$ cat config.mk
export PLATFORM = sky130hd
export DESIGN_NAME = led_matrix_command_engine_unit
export DESIGN_NICKNAME = d
export VERILOG_FILES = /design/src/rtl/lmce_pkg.sv /design/src/rtl/lmce_div.sv /design/src/rtl/led_matrix_command_engine_unit.sv
export VERILOG_INCLUDE_DIRS = /design/src /design/src/rtl
export SDC_FILE = /design/constraint.sdc
export NUM_CORES = 1
export LEC_CHECK = 0
export ABC_AREA = 1
export BUFFER_PORTS_ARGS = -buffer_cell sky130_fd_sc_hd__buf_2
export CORE_MARGIN = 3
export CORE_UTILIZATION = 47
export DETAILED_ROUTE_END_ITERATION = 12
export REMOVE_ABC_BUFFERS = 1
export SETUP_SLACK_MARGIN = 0.15
export SYNTH_ARGS = -nofsm -noshare
export SYNTH_HDL_FRONTEND = slang
export SYNTH_SLANG_ARGS = --single-unit
$ cat constraint.sdc
create_clock -name clk_i -period 4.4 [get_ports clk_i]
set_clock_uncertainty 0.15 [all_clocks]
set_input_delay 0.44 -clock clk_i [delete_from_list [all_inputs] [get_ports clk_i]]
set_output_delay 0.44 -clock clk_i [all_outputs]
set_load 0.005 [all_outputs]
$ cat src/rtl/led_matrix_command_engine_unit_macros.svh
// ----------------------------------------------------------------------------
// LED matrix command engine assertion macros
// Shorthand for clocked, reset-qualified checks on clk_i / rst_ni.
// ----------------------------------------------------------------------------
`ifndef LED_MATRIX_COMMAND_ENGINE_UNIT_MACROS_SVH
`define LED_MATRIX_COMMAND_ENGINE_UNIT_MACROS_SVH

// same-cycle implication
`define LMCE_ASSERT_IMP(lbl, ante, cons, msg) \
  lbl: assert property (@(posedge clk_i) disable iff (!rst_ni) (ante) |-> (cons)) \
    else $error(msg);

// next-cycle implication
`define LMCE_ASSERT_NXT(lbl, ante, cons, msg) \
  lbl: assert property (@(posedge clk_i) disable iff (!rst_ni) (ante) |=> (cons)) \
    else $error(msg);

`endif

$ cat src/rtl/lmce_pkg.sv
// ----------------------------------------------------------------------------
// lmce_pkg
// Types, constants and lookup tables of the LED matrix command engine.
// ----------------------------------------------------------------------------
package lmce_pkg;

  localparam int ROWS = 5;
  localparam int COLS = 7;
  localparam int ROW_IDX_W = $clog2(ROWS);

  localparam logic [6:0] ROW_ALL_OFF = 7'h7F;
  localparam logic [6:0] COL_LEFT    = 7'h40;

  localparam int DVD_W = 7;
  localparam int DVS_W = 4;
  localparam logic [2:0] DIV_STEPS = 3'd7;
  localparam logic [DVS_W-1:0] DEC_BASE = 4'd10;

  typedef enum logic [2:0] {
    ACT_PLOT   = 3'd0,
    ACT_SET    = 3'd1,
    ACT_CLEAR  = 3'd2,
    ACT_SCAN   = 3'd3,
    ACT_NUMBER = 3'd4,
    ACT_LINE   = 3'd5,
    ACT_BLANK  = 3'd6
  } act_e;

  typedef enum logic [1:0] {
    ST_IDLE,
    ST_DIV,
    ST_EMIT
  } state_e;

  typedef struct packed {
    logic             start;
    logic [DVD_W-1:0] dividend;
    logic [DVS_W-1:0] divisor;
  } lmce_div_req_t;

  typedef struct packed {
    logic             done;
    logic [DVD_W-1:0] quot;
    logic [DVS_W-1:0] rem;
  } lmce_div_rsp_t;

  // active-low row select, index 0 is the top row
  function automatic logic [6:0] row_sel(input logic [2:0] idx);
    logic [6:0] w;
    case (idx)
      3'd0:    w = 7'h6F;
      3'd1:    w = 7'h77;
      3'd2:    w = 7'h7B;
      3'd3:    w = 7'h7D;
      3'd4:    w = 7'h7E;
      default: w = ROW_ALL_OFF;
    endcase
    return w;
  endfunction

  // column 1 is bit 6
  function automatic logic [6:0] col_bit(input logic [2:0] c);
    return COL_LEFT >> (c - 3'd1);
  endfunction

  // 3x5 digit font, bit 2 is the glyph's left column
  function automatic logic [2:0] glyph(input logic [3:0] d, input logic [2:0] r);
    logic [14:0] g;
    logic [2:0]  v;
    case (d)
      4'd0:    g = {3'd7, 3'd5, 3'd5, 3'd5, 3'd7};
      4'd1:    g = {3'd2, 3'd6, 3'd2, 3'd2, 3'd7};
      4'd2:    g = {3'd2, 3'd5, 3'd1, 3'd2, 3'd7};
      4'd3:    g = {3'd6, 3'd1, 3'd6, 3'd1, 3'd6};
      4'd4:    g = {3'd5, 3'd5, 3'd7, 3'd1, 3'd1};
      4'd5:    g = {3'd7, 3'd4, 3'd6, 3'd1, 3'd6};
      4'd6:    g = {3'd3, 3'd4, 3'd7, 3'd5, 3'd7};
      4'd7:    g = {3'd7, 3'd1, 3'd1, 3'd2, 3'd2};
      4'd8:    g = {3'd7, 3'd5, 3'd7, 3'd5, 3'd7};
      4'd9:    g = {3'd7, 3'd5, 3'd7, 3'd1, 3'd6};
      default: g = '0;
    endcase
    case (r)
      3'd0:    v = g[14:12];
      3'd1:    v = g[11:9];
      3'd2:    v = g[8:6];
      3'd3:    v = g[5:3];
      3'd4:    v = g[2:0];
      default: v = '0;
    endcase
    return v;
  endfunction

endpackage

$ cat src/rtl/lmce_div.sv
// ----------------------------------------------------------------------------
// lmce_div
// Restoring unsigned divider, one quotient bit per cycle.
// ----------------------------------------------------------------------------
module lmce_div import lmce_pkg::*; (
  input  logic          clk_i,
  input  logic          rst_ni,
  input  lmce_div_req_t req_i,
  output lmce_div_rsp_t rsp_o
);

  logic [DVD_W-1:0] dvd_q, dvd_d;
  logic [DVS_W-1:0] dvs_q, dvs_d;
  logic [DVS_W-1:0] rem_q, rem_d;
  logic [DVD_W-1:0] quo_q, quo_d;
  logic [2:0]       cnt_q, cnt_d;
  logic             done_q, done_d;

  logic [DVS_W:0] trial;
  logic [DVS_W:0] diff;
  logic           fits;

  assign trial = {rem_q, dvd_q[DVD_W-1]};
  assign diff  = trial - {1'b0, dvs_q};
  assign fits  = trial >= {1'b0, dvs_q};

  always_comb begin
    dvd_d  = dvd_q;
    dvs_d  = dvs_q;
    rem_d  = rem_q;
    quo_d  = quo_q;
    cnt_d  = cnt_q;
    done_d = 1'b0;
    if (req_i.start) begin
      dvd_d = req_i.dividend;
      dvs_d = req_i.divisor;
      rem_d = '0;
      quo_d = '0;
      cnt_d = DIV_STEPS;
    end else if (cnt_q != 3'd0) begin
      dvd_d  = {dvd_q[DVD_W-2:0], 1'b0};
      rem_d  = fits ? diff[DVS_W-1:0] : trial[DVS_W-1:0];
      quo_d  = {quo_q[DVD_W-2:0], fits};
      cnt_d  = cnt_q - 3'd1;
      done_d = (cnt_q == 3'd1);
    end
  end

  always_ff @(posedge clk_i or negedge rst_ni) begin
    if (!rst_ni) begin
      cnt_q  <= '0;
      done_q <= 1'b0;
    end else begin
      cnt_q  <= cnt_d;
      done_q <= done_d;
    end
  end

  always_ff @(posedge clk_i) begin
    dvd_q <= dvd_d;
    dvs_q <= dvs_d;
    rem_q <= rem_d;
    quo_q <= quo_d;
  end

  assign rsp_o.done = done_q;
  assign rsp_o.quot = quo_q;
  assign rsp_o.rem  = rem_q;

endmodule

$ cat src/rtl/led_matrix_command_engine_unit.sv
// ----------------------------------------------------------------------------
// led_matrix_command_engine_unit
// Command engine for a 5x7 row-scanned LED matrix with a frame store.
// ----------------------------------------------------------------------------
//  channel | handshake              | payload
//  --------+------------------------+------------------------------------------
//  in      | in_valid_i / in_stall_o | action, row, col, row_end, col_end, number
//  out     | out_valid_o / out_stall_i | row_word, col_word, last
//
//  One command at a time; in_stall_o is high until its last beat is taken.
//  Plot, blank, scan: first beat in the cycle after accept, then one beat a
//  cycle while out_stall_i is low. Number: the shared divider runs first, then
//  11 beats follow: units glyph rows, tens glyph rows, a blank word.
//  Line: each column runs the divider before its beat; vertical is one pixel.
//  Set / clear only write the frame store. Reset clears the frame store at once.
// ----------------------------------------------------------------------------
`include "led_matrix_command_engine_unit_macros.svh"

module led_matrix_command_engine_unit import lmce_pkg::*; (
  input  logic       clk_i,
  input  logic       rst_ni,
  input  logic       in_valid_i,
  output logic       in_stall_o,
  input  logic [2:0] action_i,
  input  logic [2:0] row_i,
  input  logic [2:0] col_i,
  input  logic [2:0] row_end_i,
  input  logic [2:0] col_end_i,
  input  logic [6:0] number_i,
  output logic       out_valid_o,
  input  logic       out_stall_i,
  output logic [6:0] row_word_o,
  output logic [6:0] col_word_o,
  output logic       last_o
);

  state_e state_q, state_d;
  act_e   act_q, act_d;
  logic [2:0] row_q, row_d, col_q, col_d, cend_q, cend_d;
  logic [2:0] drmag_q, drmag_d;
  logic       neg_q, neg_d;
  logic [3:0] idx_q, idx_d;
  logic [COLS-1:0] frame_q [ROWS];
  logic [COLS-1:0] frame_d [ROWS];

  lmce_div_req_t div_req;
  lmce_div_rsp_t div_rsp;

  logic in_fire, out_fire;
  logic pix_ok, line_ok;
  logic [ROW_IDX_W-1:0] wr_idx;
  logic [2:0] k_next;
  logic [2:0] line_c;
  logic signed [8:0] line_r;
  logic [2:0] line_ri;
  logic [2:0] sub_idx;

  assign in_fire  = in_valid_i && !in_stall_o;
  assign out_fire = out_valid_o && !out_stall_i;

  assign pix_ok  = (row_i inside {[3'd1:3'd5]}) && (col_i inside {[3'd1:3'd7]});
  assign line_ok = pix_ok && (row_end_i inside {[3'd1:3'd5]})
                   && (col_end_i inside {[3'd1:3'd7]}) && (col_end_i >= col_i);
  assign wr_idx  = ROW_IDX_W'(row_i - 3'd1);
  assign k_next  = idx_q[2:0] + 3'd1;

  lmce_div u_div (
    .clk_i  (clk_i),
    .rst_ni (rst_ni),
    .req_i  (div_req),
    .rsp_o  (div_rsp)
  );

  // next state
  always_comb begin
    state_d = state_q;
    case (state_q)
      ST_IDLE: begin
        if (in_fire) begin
          case (action_i)
            ACT_PLOT:   if (pix_ok) state_d = ST_EMIT;
            ACT_SCAN,
            ACT_BLANK:  state_d = ST_EMIT;
            ACT_NUMBER: if (number_i <= 7'd99) state_d = ST_DIV;
            ACT_LINE: begin
              if (line_ok) state_d = (col_end_i == col_i) ? ST_EMIT : ST_DIV;
            end
            default:    state_d = ST_IDLE;
          endcase
        end
      end
      ST_DIV:  if (div_rsp.done) state_d = ST_EMIT;
      ST_EMIT: begin
        if (out_fire) begin
          if (last_o) state_d = ST_IDLE;
          else if (act_q == ACT_LINE) state_d = ST_DIV;
        end
      end
      default: state_d = ST_IDLE;
    endcase
  end

  // datapath and divider control
  always_comb begin
    act_d   = act_q;
    row_d   = row_q;
    col_d   = col_q;
    cend_d  = cend_q;
    drmag_d = drmag_q;
    neg_d   = neg_q;
    idx_d   = idx_q;
    frame_d = frame_q;
    div_req = '0;
    case (state_q)
      ST_IDLE: begin
        if (in_fire) begin
          act_d   = act_e'(action_i);
          row_d   = row_i;
          col_d   = col_i;
          cend_d  = col_end_i;
          neg_d   = row_end_i < row_i;
          drmag_d = (row_end_i < row_i) ? row_i - row_end_i : row_end_i - row_i;
          idx_d   = '0;
          case (action_i)
            ACT_SET:    if (pix_ok) frame_d[wr_idx] = frame_q[wr_idx] | col_bit(col_i);
            ACT_CLEAR:  if (pix_ok) frame_d[wr_idx] = frame_q[wr_idx] & ~col_bit(col_i);
            ACT_NUMBER: begin
              if (number_i <= 7'd99) begin
                div_req.start    = 1'b1;
                div_req.dividend = number_i;
                div_req.divisor  = DEC_BASE;
              end
            end
            ACT_LINE: begin
              // vertical line is a single pixel
              if (col_end_i == col_i) act_d = ACT_PLOT;
              if (line_ok && (col_end_i != col_i)) begin
                div_req.start    = 1'b1;
                div_req.dividend = '0;
                div_req.divisor  = {1'b0, col_end_i - col_i};
              end
            end
            default: ;
          endcase
        end
      end
      ST_EMIT: begin
        if (out_fire && !last_o) begin
          idx_d = idx_q + 4'd1;
          if (act_q == ACT_LINE) begin
            div_req.start    = 1'b1;
            div_req.dividend = DVD_W'(6'(drmag_q) * 6'(k_next));
            div_req.divisor  = {1'b0, cend_q - col_q};
          end
        end
      end
      default: ;
    endcase
  end

  // line row: truncating signed quotient added to the start row, clamped
  assign line_c  = col_q + idx_q[2:0];
  assign line_r  = neg_q ? $signed({6'b0, row_q}) - $signed({2'b0, div_rsp.quot})
                         : $signed({6'b0, row_q}) + $signed({2'b0, div_rsp.quot});
  assign line_ri = (line_r < 9'sd1) ? 3'd0 :
                   (line_r > 9'sd5) ? 3'd4 : 3'(line_r[2:0] - 3'd1);
  assign sub_idx = idx_q[2:0] - 3'd5;

  // beat payload from the held command state
  always_comb begin
    row_word_o = ROW_ALL_OFF;
    col_word_o = '0;
    last_o     = 1'b1;
    case (act_q)
      ACT_PLOT: begin
        row_word_o = row_sel(row_q - 3'd1);
        col_word_o = col_bit(col_q);
      end
      ACT_SCAN: begin
        row_word_o = row_sel(idx_q[2:0]);
        if (idx_q < 4'(ROWS)) col_word_o = frame_q[ROW_IDX_W'(idx_q)];
        last_o     = idx_q == 4'(ROWS - 1);
      end
      ACT_NUMBER: begin
        last_o = idx_q == 4'd10;
        if (idx_q < 4'd5) begin
          row_word_o = row_sel(idx_q[2:0]);
          col_word_o = {4'b0, glyph(div_rsp.rem, idx_q[2:0])};
        end else if (idx_q < 4'd10) begin
          row_word_o = row_sel(sub_idx);
          col_word_o = {glyph(div_rsp.quot[3:0], sub_idx), 4'b0};
        end
      end
      ACT_LINE: begin
        row_word_o = row_sel(line_ri);
        col_word_o = col_bit(line_c);
        last_o     = line_c == cend_q;
      end
      default: ;
    endcase
  end

  assign in_stall_o  = state_q != ST_IDLE;
  assign out_valid_o = state_q == ST_EMIT;

  always_ff @(posedge clk_i or negedge rst_ni) begin
    if (!rst_ni) begin
      state_q <= ST_IDLE;
      act_q   <= ACT_BLANK;
      idx_q   <= '0;
      for (int i = 0; i < ROWS; i++) frame_q[i] <= '0;
    end else begin
      state_q <= state_d;
      act_q   <= act_d;
      idx_q   <= idx_d;
      frame_q <= frame_d;
    end
  end

  always_ff @(posedge clk_i) begin
    row_q   <= row_d;
    col_q   <= col_d;
    cend_q  <= cend_d;
    drmag_q <= drmag_d;
    neg_q   <= neg_d;
  end

  `LMCE_ASSERT_IMP(a_div_done_in_div, div_rsp.done, state_q == ST_DIV, "divider done outside DIV")
  `LMCE_ASSERT_NXT(a_scan_emits, in_fire && (action_i == ACT_SCAN), out_valid_o, "scan gave no beat")
  `LMCE_ASSERT_NXT(a_last_frees, out_fire && last_o, !in_stall_o, "input not freed after last beat")

endmodule

* Word level (Yosys, flattened, before mapping)
Memories as Yosys holds them, arrays and structs flattened. A register that Yosys moved wholly into a read port is not among the register bits.
Index checks and enable logic that the tools add are counted.
** Cells by class
- Add/subtract/negate cells :: 18
- Multipliers :: 1
- Magnitude comparators :: 19
- Equality and inequality tests :: 43
- Shift-type cells :: 3
- Muxes and demuxes :: 65
- Bitwise logic cells :: 5
- Reduce and logical (&&, ||, !) cells :: 33
** Operators with widths (count)
- case mux 5 bit (5 select lines) :: 4
- two-way mux 7 bit :: 11
- bitwise mux 35 bit :: 2
- two-way mux 35 bit :: 2
- case mux 35 bit (2 select lines) :: 1
- two-way mux 12 bit :: 5
- case mux 7 bit (4 select lines) :: 2
- case mux 12 bit (2 select lines) :: 2
- binary-select mux 7 bit (select 3 bit) :: 2
- == test 3 x 2 -> 1 bit (second input constant) :: 11
- case mux 3 bit (5 select lines) :: 2
- two-way mux 4 bit :: 7
- == test 3 bit (second input constant) :: 9
- demux 7 bit (select 3 bit) :: 1
- two-way mux 3 bit :: 7
- >> shifter 7 x 3 -> 7 bit (first input constant) :: 3
- subtractor 3 x 1 -> 3 bit (second input constant) :: 7
- == test 3 x 1 -> 1 bit (second input constant) :: 6
- logical NOT 3 bit :: 6
- two-way mux 2 bit :: 9
- logical AND 1 bit :: 13
- greater-or-equal comparator 3 x 1 -> 1 bit (second input constant) :: 4
- less-or-equal comparator 3 bit (second input constant) :: 4
- subtractor 3 bit :: 4
- 48 further kinds :: 63
** Storage, ports and cells
- Flip-flop bits (word level) :: 83
- ROM bits :: 480
- Input bits :: 26
- Output and inout port bits :: 17
- Word-level logic and storage cells :: 208
- Memories kept :: 2
** Memory list
- (name not given) :: words 16, bits a word 15, read ports 1, clocked after memory_dff 1, wr ports 0, RTL line lmce_pkg.sv:70 : case (d)
- (name not given) :: words 16, bits a word 15, read ports 1, clocked after memory_dff 1, wr ports 0, RTL line lmce_pkg.sv:70

* Depth between registers and ports, before layout
Gate-level depths: netlist of the first run.
- Depth in word-level cells :: 12
- Gate-level depth with buffers :: 19
- Gate-level depth less buffers :: 18

* Hierarchy
From an unflattened synthesis of the first run, not the netlist that was laid out.
** Second synthesis, totals
- Cells, all modules :: 1001
- Area total of the unflattened synthesis :: 7119.3 um^2
** By module, submodules not included
- led_matrix_command_engine_unit :: instances 1, cells an instance 858, area an instance 5840.6 um^2, sequential area each 1493.9 um^2
- lmce_div :: instances 1, cells an instance 143, area an instance 1278.7 um^2, sequential area each 650.6 um^2

* Worst setup path after synthesis of the first run
No wires, ideal clock.
- Path type :: register to register
- Start :: register idx_q[2]
- End :: register u_div.dvd_q[4], data pin
- Library setup time :: 271 ps
- Arrival time :: 2712 ps
- Data required time :: 3979 ps
- Setup slack :: 1267 ps
- Cell stages (with the launch flop) :: 13
- Path buffers :: 2
- Period minus slack after synthesis :: 3133 ps
- Path through :: dfrtp_1 buf_6 inv_2 clkbuf_1 ha_1 inv_1 nand2_1 fa_1 inv_1 ha_1 fa_1 xnor2_1 o221ai_1
** On the way
- Cells in the longest elaborated chain, start to end :: 8
- Elaborated cells between the ends (all ways) :: 13
- Those cells by class :: 2 x add/sub; 1 x mul; 3 x eq/ne; 5 x mux; 2 x reduce/logical
** RTL lines
- start: declaration :: RTL line led_matrix_command_engine_unit.sv:42 : logic [3:0] idx_q, idx_d;
- start signal: assignment :: RTL line led_matrix_command_engine_unit.sv:215 : idx_q <= idx_d;
- branches (longest 5 deep; another with multiplier 3 x 3 -> 6 bit)
- two-way mux 12 bit (*) :: RTL line led_matrix_command_engine_unit.sv:148 : if (out_fire && !last_o) begin
- case mux 12 bit (2 select lines) (*) :: RTL line led_matrix_command_engine_unit.sv:114 : case (state_q)
- two-way mux 7 bit (*) :: RTL line lmce_div.sv:34 : if (req_i.start) begin
- net u_div.dvd_d[4] :: RTL line lmce_div.sv:12 : logic [DVD_W-1:0] dvd_q, dvd_d;
- end signal: assignment :: RTL line lmce_div.sv:60 : dvd_q <= dvd_d;
- end: declaration :: RTL line lmce_div.sv:12
Mark *: on every way through the listed nets, which the timed path passes.
A chain may end at the register's enable or synchronous reset.

* Worst setup path in the final report of the first run
- Start :: register idx_q[1]
- End :: output port row_word_o[3]
** On the way
- Cells in the longest elaborated chain, start to end :: 6
- Elaborated cells between the ends (all ways) :: 18
- Those cells by class :: 1 x add/sub; 2 x order compare; 8 x eq/ne; 5 x mux; 2 x reduce/logical
** RTL lines
- subtractor 3 bit :: RTL line led_matrix_command_engine_unit.sv:167 : assign sub_idx = idx_q[2:0] - 3'd5;
- == test 3 bit (tied with other cells) :: RTL line lmce_pkg.sv:50 : case (idx)
- case mux 5 bit (5 select lines) :: RTL line lmce_pkg.sv:50
- two-way mux 5 bit :: RTL line led_matrix_command_engine_unit.sv:189 : end else if (idx_q < 4'd10) begin
- two-way mux 7 bit :: RTL line led_matrix_command_engine_unit.sv:186 : if (idx_q < 4'd5) begin
- case mux 7 bit (4 select lines) (*) :: RTL line led_matrix_command_engine_unit.sv:174 : case (act_q)
- end: declaration :: RTL line led_matrix_command_engine_unit.sv:32 : output logic [6:0] row_word_o,
Every way passes the cells marked *; elsewhere a longest branch is shown, timed or not.

==> results by group, run 1 <==
Placed design
  – HPWL Detailed: about 16 mm
  – IO buf count: 40
  – Placer Congestion: 0.9162
  – DP Cell Count: ~1300

Clocking
  – Clk buf depth: 2
  – TritonCTS clock tree: yes
  – CTS Root Cell: clkbuf_16
  – Post-CTS Resized: 0
  – Post-CTS Hold Buffers: 0
  – H-tree depth: 3
  – CTS Buf Count: 9
  – Post-CTS setup buffers: 0
  – Clk_lat worst skew: approximately 0.35 ns
  – Clock transition at path regs: around 0.08 ns
  – Clock sink count: between 100 and 150

Routing
  – Drt via density: roughly 5.4
  – Drt wl/cell: 15.94 um
  – DR iter-0 viols: ~530
  – Routed Antenna Nets: 0
  – WL final: around 20 mm
  – Remaining DRCs: 0
  – Via count: 6855
  – TritonRoute pass-1 iters: 5

Setup path
  – Reg2reg start: idx_q[1]
  – Crit. End Element: output port
  – Max FO, Critical Path: 14
  – CP Class: reg -> out
  – Worst EP required: 3.81 ns
  – CP Launch Type: flip-flop
  – R2R cell count: 16
  – Worst EP arrival: roughly 3.3 ns
  – Worst R2R Setup Slack: ~0.8 ns

Yosys
  – Number of synthesized register bits: approximately 110
  – Synth Cell Area: roughly 0.0076 mm^2
  – Count of cell types in the netlist: 60
  – Ys async rst share: approximately 44%
  – Syn_area_per_cell: around 7.4 um^2
  – Synth warnings: 0
  – Area leader, netlist: dfrtp_1
  – Post-synth top area share: 15.10%
  – EDFF count, synth: 24
  – Cells after Synth: ~1000
  – Register area share after synthesis: 34.96%
  – Top FF cell, synth: dfrtp_1
  – Top cells by area, synth: dfrtp_1 15%, nand2_1 13%, dfxtp_1 9.7%

GRT
  – Total grt overflow: 0
  – First-pass GRT wire length: 33.60 mm
  – Largest net degree at the start of global routing: between 40 and 50
  – Overall Global Routing Usage: between 20% and 30%
  – Initial antenna violation count: 0
  – Vias in the first global route: 6467

Hold path
  – HP Class: in -> async

Finish
  – Layout cells sized above 1: 8.895%
  – Non-Filler Instances: approximately 1300
  – # nets final: between 1000 and 1500
  – Commonest non-fill, non-tap cells in the layout: 268 x nand2_1, 147 x inv_1, 101 x o21ai_0
  – P&R area growth vs syn: 8.306%
  – Antenna cell count: 0
  – Commonest non-fill, non-tap cell in the layout: nand2_1

Timing
  – Final Max Tran Viols: 0
  – Final setup vio count: 0
  – Setup_tns: 0 ns
  – Tmin final: 3.853 ns
  – RSZ-0062 raised after global routing: false
  – Final hold violation count: 0
  – Tcrit/Tclk final: between 80% and 90%
  – Slew margin rel.: roughly half
  – Fmax: approximately 260 MHz
  – Least-Margin Pin Slew: ~0.75 ns

Floorplanning
  – Row cnt: 45
  – Starting Density: between 40 and 50%
  – Die Y: between 100 and 150 um
  – Core area: 0.01554 mm^2
  – I/O Pins: 43
  – DIE WIDTH: ~130 um
  – Overall die area: around 0.018 mm^2

Pwr
  – P_leak: between 4 and 5 nW
  – P per Cell Area: 689.1 mW/mm^2
  – Worst IR drop on VDD: around 0.25 mV

Run
  – Max-cap violations: 0

Run status
  – Status: complete, no violations
==> area by class of cell <==
type / instances / area [um^2]
Clock buffer: 11 / 232.7
Clock inverter: 5 / 35.03
Fill cell: 1577 / 7284
Inverter: 156 / 585.6
Multi-Input combinational cell: 740 / 4220
Sequential cell: 109 / 2665
Tap cell: 211 / 264.0
Timing Repair Buffer: 47 / 252.7
==> through the flow <==
stage / hold slack [ns] / area, um^2 / power, mW / util (%) / setup slack [ns]
CTS: 0.07357 / 8255 / 5.711 / 53.12 / 0.5956
floorplan: -0.005591 / 7471 / 4.014 / - / 1.081
global placement: 0.3197 / 7988 / 4.914 / 51.40 / 0.9315
detailed placement: 0.3257 / 7988 / 4.925 / 51.40 / 0.8398
global route: 0.09464 / 8255 / 6.295 / 53.12 / 0.2779
finish: 0.04736 / 8255 / 5.689 / 53.12 / 0.5470
==> cells by family after synthesis <==
logic type | Yosys count | synth area share [%]
adders and majority gates | 66 | 11.82
DFF | 109 | 34.96
other | 1 | 0.04920
buffers and inverters | 182 | 9.718
and+or+nand+nor | 461 | 26.36
AOI/OAI and AO/OA | 198 | 15.46
muxes | 2 | 0.2627
xor gates and xnor gates | 11 | 1.362
==> synth_stat cells (5+ instances only) <==
cell and instances:
o2111ai_1 5, nand2_1 268, nor2_1 74, edfxtp_1 24, fa_1 10, inv_2 9, ha_1 56, inv_1 147
o21ai_0 101, a221oi_1 5, nand3_1 56, clkbuf_1 13, o22ai_1 5, o211ai_1 8, o21ai_1 6, xnor2_1 6
dfrtp_1 46, nor3_1 20, dfxtp_1 37, o221ai_1 5, o311ai_0 5, nand4_1 15, buf_6 5, a21oi_1 27
a211oi_1 6
==> power by group <==
part,total [mW],internal (mW),switching [mW],leakage [nW]
clock network,0.773,0.388,0.385,0.131
registers,1.60,1.39,0.213,1.20
logic,3.32,1.15,2.17,2.72
total,5.69,2.92,2.77,4.04
==> per-layer routing <==
layer	wire length [um]	vias to the layer above	track usage, %
li1	-	3472	-
met1	9707	3180	33.44
met2	9370	170	38.26
met3	895	33	2.568
met4	407	0	6.743
met5	0	-	0
==> worst max path at each step <==
stage / from / endpoint / slack [ns] / cells after the start
after CTS: idx_q[1] / row_word_o[3] / 0.60 / 12
final: idx_q[1] / row_word_o[3] / 0.55 / 12
after global routing: idx_q[1] / row_word_o[3] / 0.28 / 12
after floorplan: idx_q[0] / flip-flop / 1.08 / 15
after detailed placement: idx_q[1] / flip-flop / 0.84 / 16
after global placement: idx_q[1] / flip-flop / 0.93 / 16
==> critical path, cell delays in order, from the launching register on <==
cell and delay [ns]:
dfrtp_1 0.46, inv_1 0.40, ha_1 0.33, ha_1 0.32
nor2_1 0.32, nor2_1 0.12, nand3_1 0.09, nor2_1 0.07
inv_1 0.10, nand4_1 0.10, a311oi_1 0.37, nand2_1 0.08
buf_2 0.13
Note: power is estimated with default switching activity, not from simulation.
==> run 2, diff against run 1 <==
--- a/config.mk
+++ b/config.mk
@@ -6,7 +6,7 @@
 export SDC_FILE = /design/constraint.sdc
 export NUM_CORES = 1
 export LEC_CHECK = 0
-export ABC_AREA = 1
+export ABC_AREA = 0
 export BUFFER_PORTS_ARGS = -buffer_cell sky130_fd_sc_hd__buf_2
 export CORE_MARGIN = 3
 export CORE_UTILIZATION = 47
==> results by group, run 2 <==
Run status
  – Status: complete, no violations

Floorplanning
  – Core area: 0.01537 mm^2 (-1.1%)
  – Row cnt: 45 (unchanged)
  – I/O Pins: 43 (unchanged)
  – DIE WIDTH: 132.2 um (-0.88%)
  – Die Y: 132.2 um (-0.88%)
  – Overall die area: 0.01747 mm^2 (-1.8%)
  – Starting Density: 48.68% (-0.37 points)

Timing
  – Least-Margin Pin Slew: 1.118 ns (+0.3667 ns)
  – Final setup vio count: 0 (unchanged)
  – Setup_tns: 0 ns (unchanged)
  – Fmax: 252.3 MHz (-2.8%)
  – Slew margin rel.: 25.49% (-24 points)
  – Final Max Tran Viols: 0 (unchanged)
  – RSZ-0062 raised after global routing: false
  – Tmin final: 3.963 ns (+0.1099 ns)
  – Final hold violation count: 0 (unchanged)
  – Tcrit/Tclk final: 90.07% (+2.5 points)

Setup path
  – Slowest CP cell: dfrtp_1
  – Max FO, Critical Path: 9 (-5)
  – Critical path's largest stage delay: 0.52 ns (+0.06 ns)
  – Worst EP arrival: 3.37 ns (+0.11 ns)
  – Crit. End Element: output port
  – CP Class: reg -> out
  – CP Launch Type: flip-flop
  – Worst EP required: 3.81 ns (about the same)
  – Most used cell, CP: ha_1
  – R2R cell count: 11 (-5)
  – Cell Chain, Critical Path: buf_4 > inv_1 > ha_1 > ha_1 > mux2_2 > a221o_1 > a22oi_1 > o21ai_0 > buf_2

Routing
  – TritonRoute pass-1 iters: 5 (unchanged)
  – Drt via density: 5.998 (+12%)
  – Routed Antenna Nets: 0 (unchanged)
  – DR iter-0 viols: 486 (-7.8%)
  – Remaining DRCs: 0 (unchanged)
  – Via count: 6172 (-10%)
  – Drt wl/cell: 19.31 um (+21%)
  – WL final: 19.87 mm (-2.5%)

Yosys
  – Number of synthesized register bits: 109 (unchanged)
  – Area leader, netlist: dfrtp_1
  – Register area share after synthesis: 35.62% (+0.65 points)
  – Post-synth top cells: 80 x nand2_1, 56 x ha_1, 51 x inv_1, 51 x nor2_1, 46 x dfrtp_1
  – Count leader, synth: nand2_1
  – Syn_area_per_cell: 9.531 um^2 (+29%)
  – Ys async rst share: 44.04% (unchanged)
  – Top FF cell, synth: dfrtp_1
  – Synth Cell Area: 0.007482 mm^2 (-1.8%)
  – Top cells by area, synth: dfrtp_1 15%, dfxtp_1 9.9%, edfxtp_1 9.6%
  – Synth warnings: 0 (unchanged)
  – EDFF count, synth: 24 (unchanged)
  – Count of cell types in the netlist: 85 (+42%)
  – Cells after Synth: 785 (-24%)
  – Post-synth top area share: 15.38% (+0.28 points)

Clocking
  – Post-CTS Hold Buffers: 0 (unchanged)
  – Clock sink count: 109 (unchanged)
  – Clk buf depth: 2 (unchanged)
  – Clk_lat worst skew: 0.36 ns (about the same)
  – CTS Root Cell: clkbuf_16
  – Post-CTS setup buffers: 0 (unchanged)
  – Clock transition at path regs: 0.08 ns (about the same)
  – CTS Buf Count: 9 (unchanged)
  – H-tree depth: 3 (unchanged)
  – TritonCTS clock tree: yes
  – Post-CTS Resized: 0 (unchanged)

Placed design
  – DP Cell Count: 1013 (-20%)
  – IO buf count: 40 (unchanged)
  – HPWL Detailed: 15.30 mm (-4.1%)
  – Placer Congestion: 0.8659 (-5.5%)

GRT
  – Initial antenna violation count: 0 (unchanged)
  – Largest net degree at the start of global routing: 49 (unchanged)
  – Overall Global Routing Usage: 22.92% (-0.62 points)
  – Vias in the first global route: 6012 (-7.0%)
  – Total grt overflow: 0 (unchanged)
  – First-pass GRT wire length: 32.09 mm (-4.5%)

Finish
  – Antenna cell count: 0 (unchanged)
  – Non-Filler Instances: 1029 (-20%)
  – Layout cells sized above 1: 16.50% (+7.6 points)
  – P&R area growth vs syn: 9.498%
  – # nets final: 905 (-22%)
  – Commonest non-fill, non-tap cell in the layout: nand2_1
  – Filler Cells Inserted: 1429 (-9.4%)
  – Commonest non-fill, non-tap cells in the layout: 80 x nand2_1, 56 x ha_1, 51 x inv_1, 51 x nor2_1, 46 x dfrtp_1

Pwr
  – Worst IR drop on VDD: 0.2895 mV (+16%)
  – P per Cell Area: 697.4 mW/mm^2 (+1.2%)
  – P_leak: 3.606 nW (-11%)

Run
  – Max-cap violations: 0 (unchanged)

Hold path
  – HP Class: in -> async
run 2: area by class of cell:
| type | instances | area (um^2) | share of cell area [%] |
|---|---|---|---|
| Inverter | 55 | 209.0 | 2.550 |
| Timing Repair Buffer | 50 | 275.3 | 3.360 |
| Tap cell | 211 | 264.0 | 3.222 |
| Sequential cell | 109 | 2665 | 32.53 |
| Clock inverter | 7 | 105.1 | 1.283 |
| Multi-Input combinational cell | 588 | 4449 | 54.31 |
| Clock buffer | 9 | 225.2 | 2.749 |
run 2: metrics by stage:
step | total power [mW] | hold slack [ns] | area [um^2] | worst slack, ns | utilization (%)
detailed placement | 4.781 | 0.3330 | 7863 | 0.6589 | 51.15
floorplan | 3.885 | -0.005591 | 7323 | 0.5792 | -
finish | 5.713 | 0.1347 | 8193 | 0.4371 | 53.30
CTS | 5.697 | 0.1329 | 8193 | 0.4275 | 53.30
global placement | 4.684 | 0.3219 | 7863 | 0.7734 | 51.15
global route | 6.170 | 0.1380 | 8193 | 0.2537 | 53.30
run 2: worst paths after layout:
path	start	endpoint	slack, ns
worst max-delay path	idx_q[1]	col_word_o[4]	0.44
worst min-delay path	rst_ni	frame_q[21]	0.13
worst max register to register	idx_q[0]	u_div.dvd_q[4]	0.68
worst min register to register	u_div.done_q	state_q[0]	0.34
max in group asynchronous	rst_ni	idx_q[0]	3.26
min in group clk_i	col_i[2]	col_q[2]	0.14
run 2: per-layer routing:
| layer | wire length (um) | GRT usage [%] | part of all wire [%] |
|---|---|---|---|
| met1 | 8922 | 31.24 | 45 |
| met2 | 9391 | 37.17 | 47 |
| met3 | 1225 | 5.076 | 6.2 |
| met4 | 325 | 6.120 | 1.6 |
| met5 | 0 | 0 | 0 |
run 2: critical path, delay by kind of cell, from the launching register on:
| family | cells | cell delay [ns] |
|---|---|---|
| flip-flops | 1 | 0.52 |
| adder cells (fa/ha/maj) | 2 | 0.78 |
| multiplexers | 1 | 0.38 |
| AO/OA/AOI/OAI | 3 | 0.76 |
| buffers and inverters | 3 | 0.58 |
run 2: kinds of logic (layout without fill, tap and decap cells):
family                   after synthesis  in the layout  share of synthesized area, %
adder cells (fa/ha/maj)               66             66                         12.04
XOR/XNOR                              19             19                         2.224
flip-flops                           109            109                         35.62
other                                  1              2                       0.05012
multiplexers                          57             57                         9.900
AND/OR/NAND/NOR                      238            238                         16.20
AO/OA/AOI/OAI                        206            206                         19.00
buffers and inverters                 89            121                         4.966
run 2: where the power goes:
part / internal [mW] / leakage (nW) / switching, mW
logic: 1.22 / 2.25 / 1.90
clock network: 0.508 / 0.158 / 0.401
registers: 1.40 / 1.19 / 0.288
total: 3.13 / 3.61 / 2.59
==> run 3, diff against run 2 <==
--- a/config.mk
+++ b/config.mk
@@ -15,4 +15,5 @@
 export SETUP_SLACK_MARGIN = 0.15
 export SYNTH_ARGS = -nofsm -noshare
 export SYNTH_HDL_FRONTEND = slang
+export SYNTH_HIERARCHICAL = 1
 export SYNTH_SLANG_ARGS = --single-unit
==> results by group, run 3 <==
Floorplanning
  – Core area: 0.01459 mm^2 (-5.1%)
  – Die Y: 128.5 um (-2.8%)
  – Overall die area: 0.01651 mm^2 (-5.5%)
  – Starting Density: 48.33% (-0.35 points)
  – Row cnt: 44 (-2.2%)
  – I/O Pins: 43 (unchanged)
  – DIE WIDTH: 128.5 um (-2.8%)

Timing
  – Final Max Tran Viols: 0 (unchanged)
  – Least-Margin Pin Slew: 0.8412 ns (-0.2765 ns)
  – Slew margin rel.: 43.88% (+18 points)
  – Tmin final: 3.883 ns (-0.07949 ns)
  – Tcrit/Tclk final: 88.26% (-1.8 points)
  – Final setup vio count: 0 (unchanged)
  – Setup_tns: 0 ns (unchanged)
  – RSZ-0062 raised after global routing: false
  – Fmax: 257.5 MHz (+2.0%)
  – Final hold violation count: 0 (unchanged)

Clocking
  – Post-CTS setup buffers: 0 (unchanged)
  – Clock transition at path regs: 0.06 ns (-0.02 ns)
  – H-tree depth: 3 (unchanged)
  – CTS Buf Count: 9 (unchanged)
  – Clk buf depth: 2 (unchanged)
  – TritonCTS clock tree: yes
  – Clk_lat worst skew: 0.35 ns (about the same)
  – Post-CTS Hold Buffers: 0 (unchanged)
  – CTS Root Cell: clkbuf_16
  – Clock sink count: 83 (-24%)
  – Post-CTS Resized: 0 (unchanged)

GRT
  – Vias in the first global route: 5820 (-3.2%)
  – First-pass GRT wire length: 30.33 mm (-5.5%)
  – Total grt overflow: 0 (unchanged)
  – Initial antenna violation count: 0 (unchanged)
  – Largest net degree at the start of global routing: 49 (unchanged)
  – Overall Global Routing Usage: 23.23% (+0.31 points)

Setup path
  – Slowest CP cell: edfxtp_1
  – CP Class: reg -> out
  – Max FO, Critical Path: 5 (-4)
  – Worst EP required: 3.81 ns (about the same)
  – Crit. End Element: output port
  – Worst EP arrival: 3.29 ns (-0.08 ns)
  – CP delay by family, top: compound AO/OA/AOI/OAI gates
  – Critical path's largest stage delay: 0.49 ns (-0.03 ns)
  – CP Launch Type: flip-flop
  – Buf/Inv on CP: 1 (-2)
  – Cell Chain, Critical Path: ha_1 > fa_1 > nor2b_1 > o211a_1 > or3_1 > a221oi_2 > o311ai_2 > nor4_1 > o21ai_1 > buf_2

Yosys
  – Count of cell types in the netlist: 88 (+3.5%)
  – Top cells by area, synth: dfrtp_1 16%, ha_1 10%, edfxtp_1 10%
  – Post-synth top area share: 16.33% (+0.94 points)
  – Post-synth top cells: 67 x nand2_1, 59 x ha_1, 58 x o21ai_0, 48 x a21oi_1
  – Top FF cell, synth: dfrtp_1
  – Synth warnings: 6 (+6)
  – Syn_area_per_cell: 9.204 um^2 (-3.4%)
  – Count leader, synth: nand2_1
  – Number of synthesized register bits: 83 (-24%)
  – Area leader, netlist: dfrtp_1
  – Cells after Synth: 766 (-2.4%)
  – Ys async rst share: 57.83% (+14 points)
  – EDFF count, synth: 24 (unchanged)
  – Register area share after synthesis: 30.42% (-5.2 points)
  – Synth Cell Area: 0.007051 mm^2 (-5.8%)

Finish
  – Number of flip-flops under the largest register name: 35
  – Footprint of the multi-input gates: 0.004557 mm^2 (+2.4%)
  – Storage cell area: 0.002145 mm^2 (-20%)
  – Filler Cells Inserted: 1354 (-5.2%)
  – # nets final: 887 (-2.0%)
  – Commonest non-fill, non-tap cell in the layout: nand2_1
  – Commonest non-fill, non-tap cells in the layout: 67 x nand2_1, 59 x ha_1, 58 x o21ai_0
  – Layout cells sized above 1: 17.69% (+1.2 points)
  – Antenna cell count: 0 (unchanged)
  – Regs by FF count: frame_q (35), u_div/dvd_q (7), u_div/quo_q (7)
  – Non-Filler Instances: 981 (-4.7%)
  – Biggest register: frame_q
  – P&R area growth vs syn: 8.731%

Placed design
  – IO buf count: 40 (unchanged)
  – DP Cell Count: 965 (-4.7%)
  – HPWL Detailed: 13.88 mm (-9.3%)
  – Placer Congestion: 0.8913 (+2.9%)

Routing
  – Uppermost layer routed: met4
  – TritonRoute pass-1 iters: 5 (unchanged)
  – Met2 wire length: 8.396 mm (-11%)
  – WL final: 18.43 mm (-7.2%)
  – Drt via density: 6.064 (+1.1%)
  – DR iter-0 viols: 529 (+8.8%)
  – Drt wl/cell: 18.79 um (-2.7%)
  – Routed Antenna Nets: 0 (unchanged)
  – WL met3: 1.035 mm (-16%)
  – Remaining DRCs: 0 (unchanged)
  – Via count: 5949 (-3.6%)
  – Met1 WL: 8.619 mm (-3.4%)

Run
  – Max-cap violations: 0 (unchanged)

Pwr
  – P per Cell Area: 584.7 mW/mm^2 (-16%)
  – P_leak: 3.399 nW (-5.7%)
  – Worst IR drop on VDD: 0.2913 mV (+0.62%)

Hold path
  – HP Class: in -> async

Run status
  – Status: complete, no violations
run 3: cell count changes in the layout (fill, tap and decap cells not counted), moves of 8 or more:
| cell | change |
|---|---|
| dfxtp_1 | -26 |
| o21ai_0 | +17 |
| a22oi_1 | -14 |
| mux2_2 | +13 |
| nand2_1 | -13 |
| mux2i_1 | +12 |
| mux4_2 | -8 |
| nor2b_1 | +8 |
run 3: worst paths after layout:
kind / depth (start not counted) / slack, ns / startpoint / to
worst max-delay path: 10 / 0.52 / row_q[0] / row_word_o[1]
max in group asynchronous: 2 / 3.58 / rst_ni / frame_q[0]
min in group clk_i: 1 / 0.16 / col_i[2] / col_q[2]
worst min-delay path: 2 / 0.06 / rst_ni / u_div/cnt_q[2]
worst min register to register: 1 / 0.36 / u_div/cnt_q[1] / u_div/cnt_q[1]
worst max register to register: 11 / 0.59 / idx_q[0] / u_div/dvd_q[6]
run 3: per-layer routing:
metal  global-route usage, %  up-vias
met4                   7.553        0
met2                   36.25      207
li1                        -     2831
met1                   32.83     2881
met3                   4.110       30
met5                       0        -
run 3: power breakdown:
part / leakage, nW / switching, mW / total, mW / internal, mW
Combinational: 2.28 / 1.44 / 2.45 / 1.01
Clock: 0.139 / 0.321 / 0.734 / 0.413
Sequential: 0.984 / 0.294 / 1.30 / 1.00
run 3: final cells by class:
type                    instances  share of cell area, %
flip-flops and latches         83                  27.97
multi-input cells             600                  59.44
clock buffers                  12                  3.346
clock inverters                 4                 0.3427
well taps                     184                  3.003
repair buffers                 49                  3.493
inverters                      49                  2.399
run 3: logic make-up (layout without fill, tap and decap cells):
logic type	count (synthesis)	in the layout	share of synthesized area (%)
other	1	2	0.05319
DFF	83	83	30.42
xor gates and xnor gates	18	18	2.343
AOI/OAI and AO/OA	199	199	18.60
buffers and inverters	84	114	5.004
muxes	80	80	13.01
adders and majority gates	69	69	13.31
and+or+nand+nor	232	232	17.27
run 3: per-stage QoR:
step / instance area, um^2 / util [%] / setup WS, ns / hold slack (ns) / power, mW
3_3_place_gp: 7383 / 50.61 / 0.7243 / 0.3247 / 3.654
4_1_cts: 7666 / 52.55 / 0.5166 / 0.08529 / 4.475
3_5_place_dp: 7383 / 50.61 / 0.6147 / 0.3414 / 3.733
5_1_grt: 7666 / 52.55 / 0.1857 / 0.1142 / 4.877
6_report: 7666 / 52.55 / 0.5166 / 0.05864 / 4.483
2_1_floorplan: 6885 / - / 0.4589 / -0.005591 / 3.002
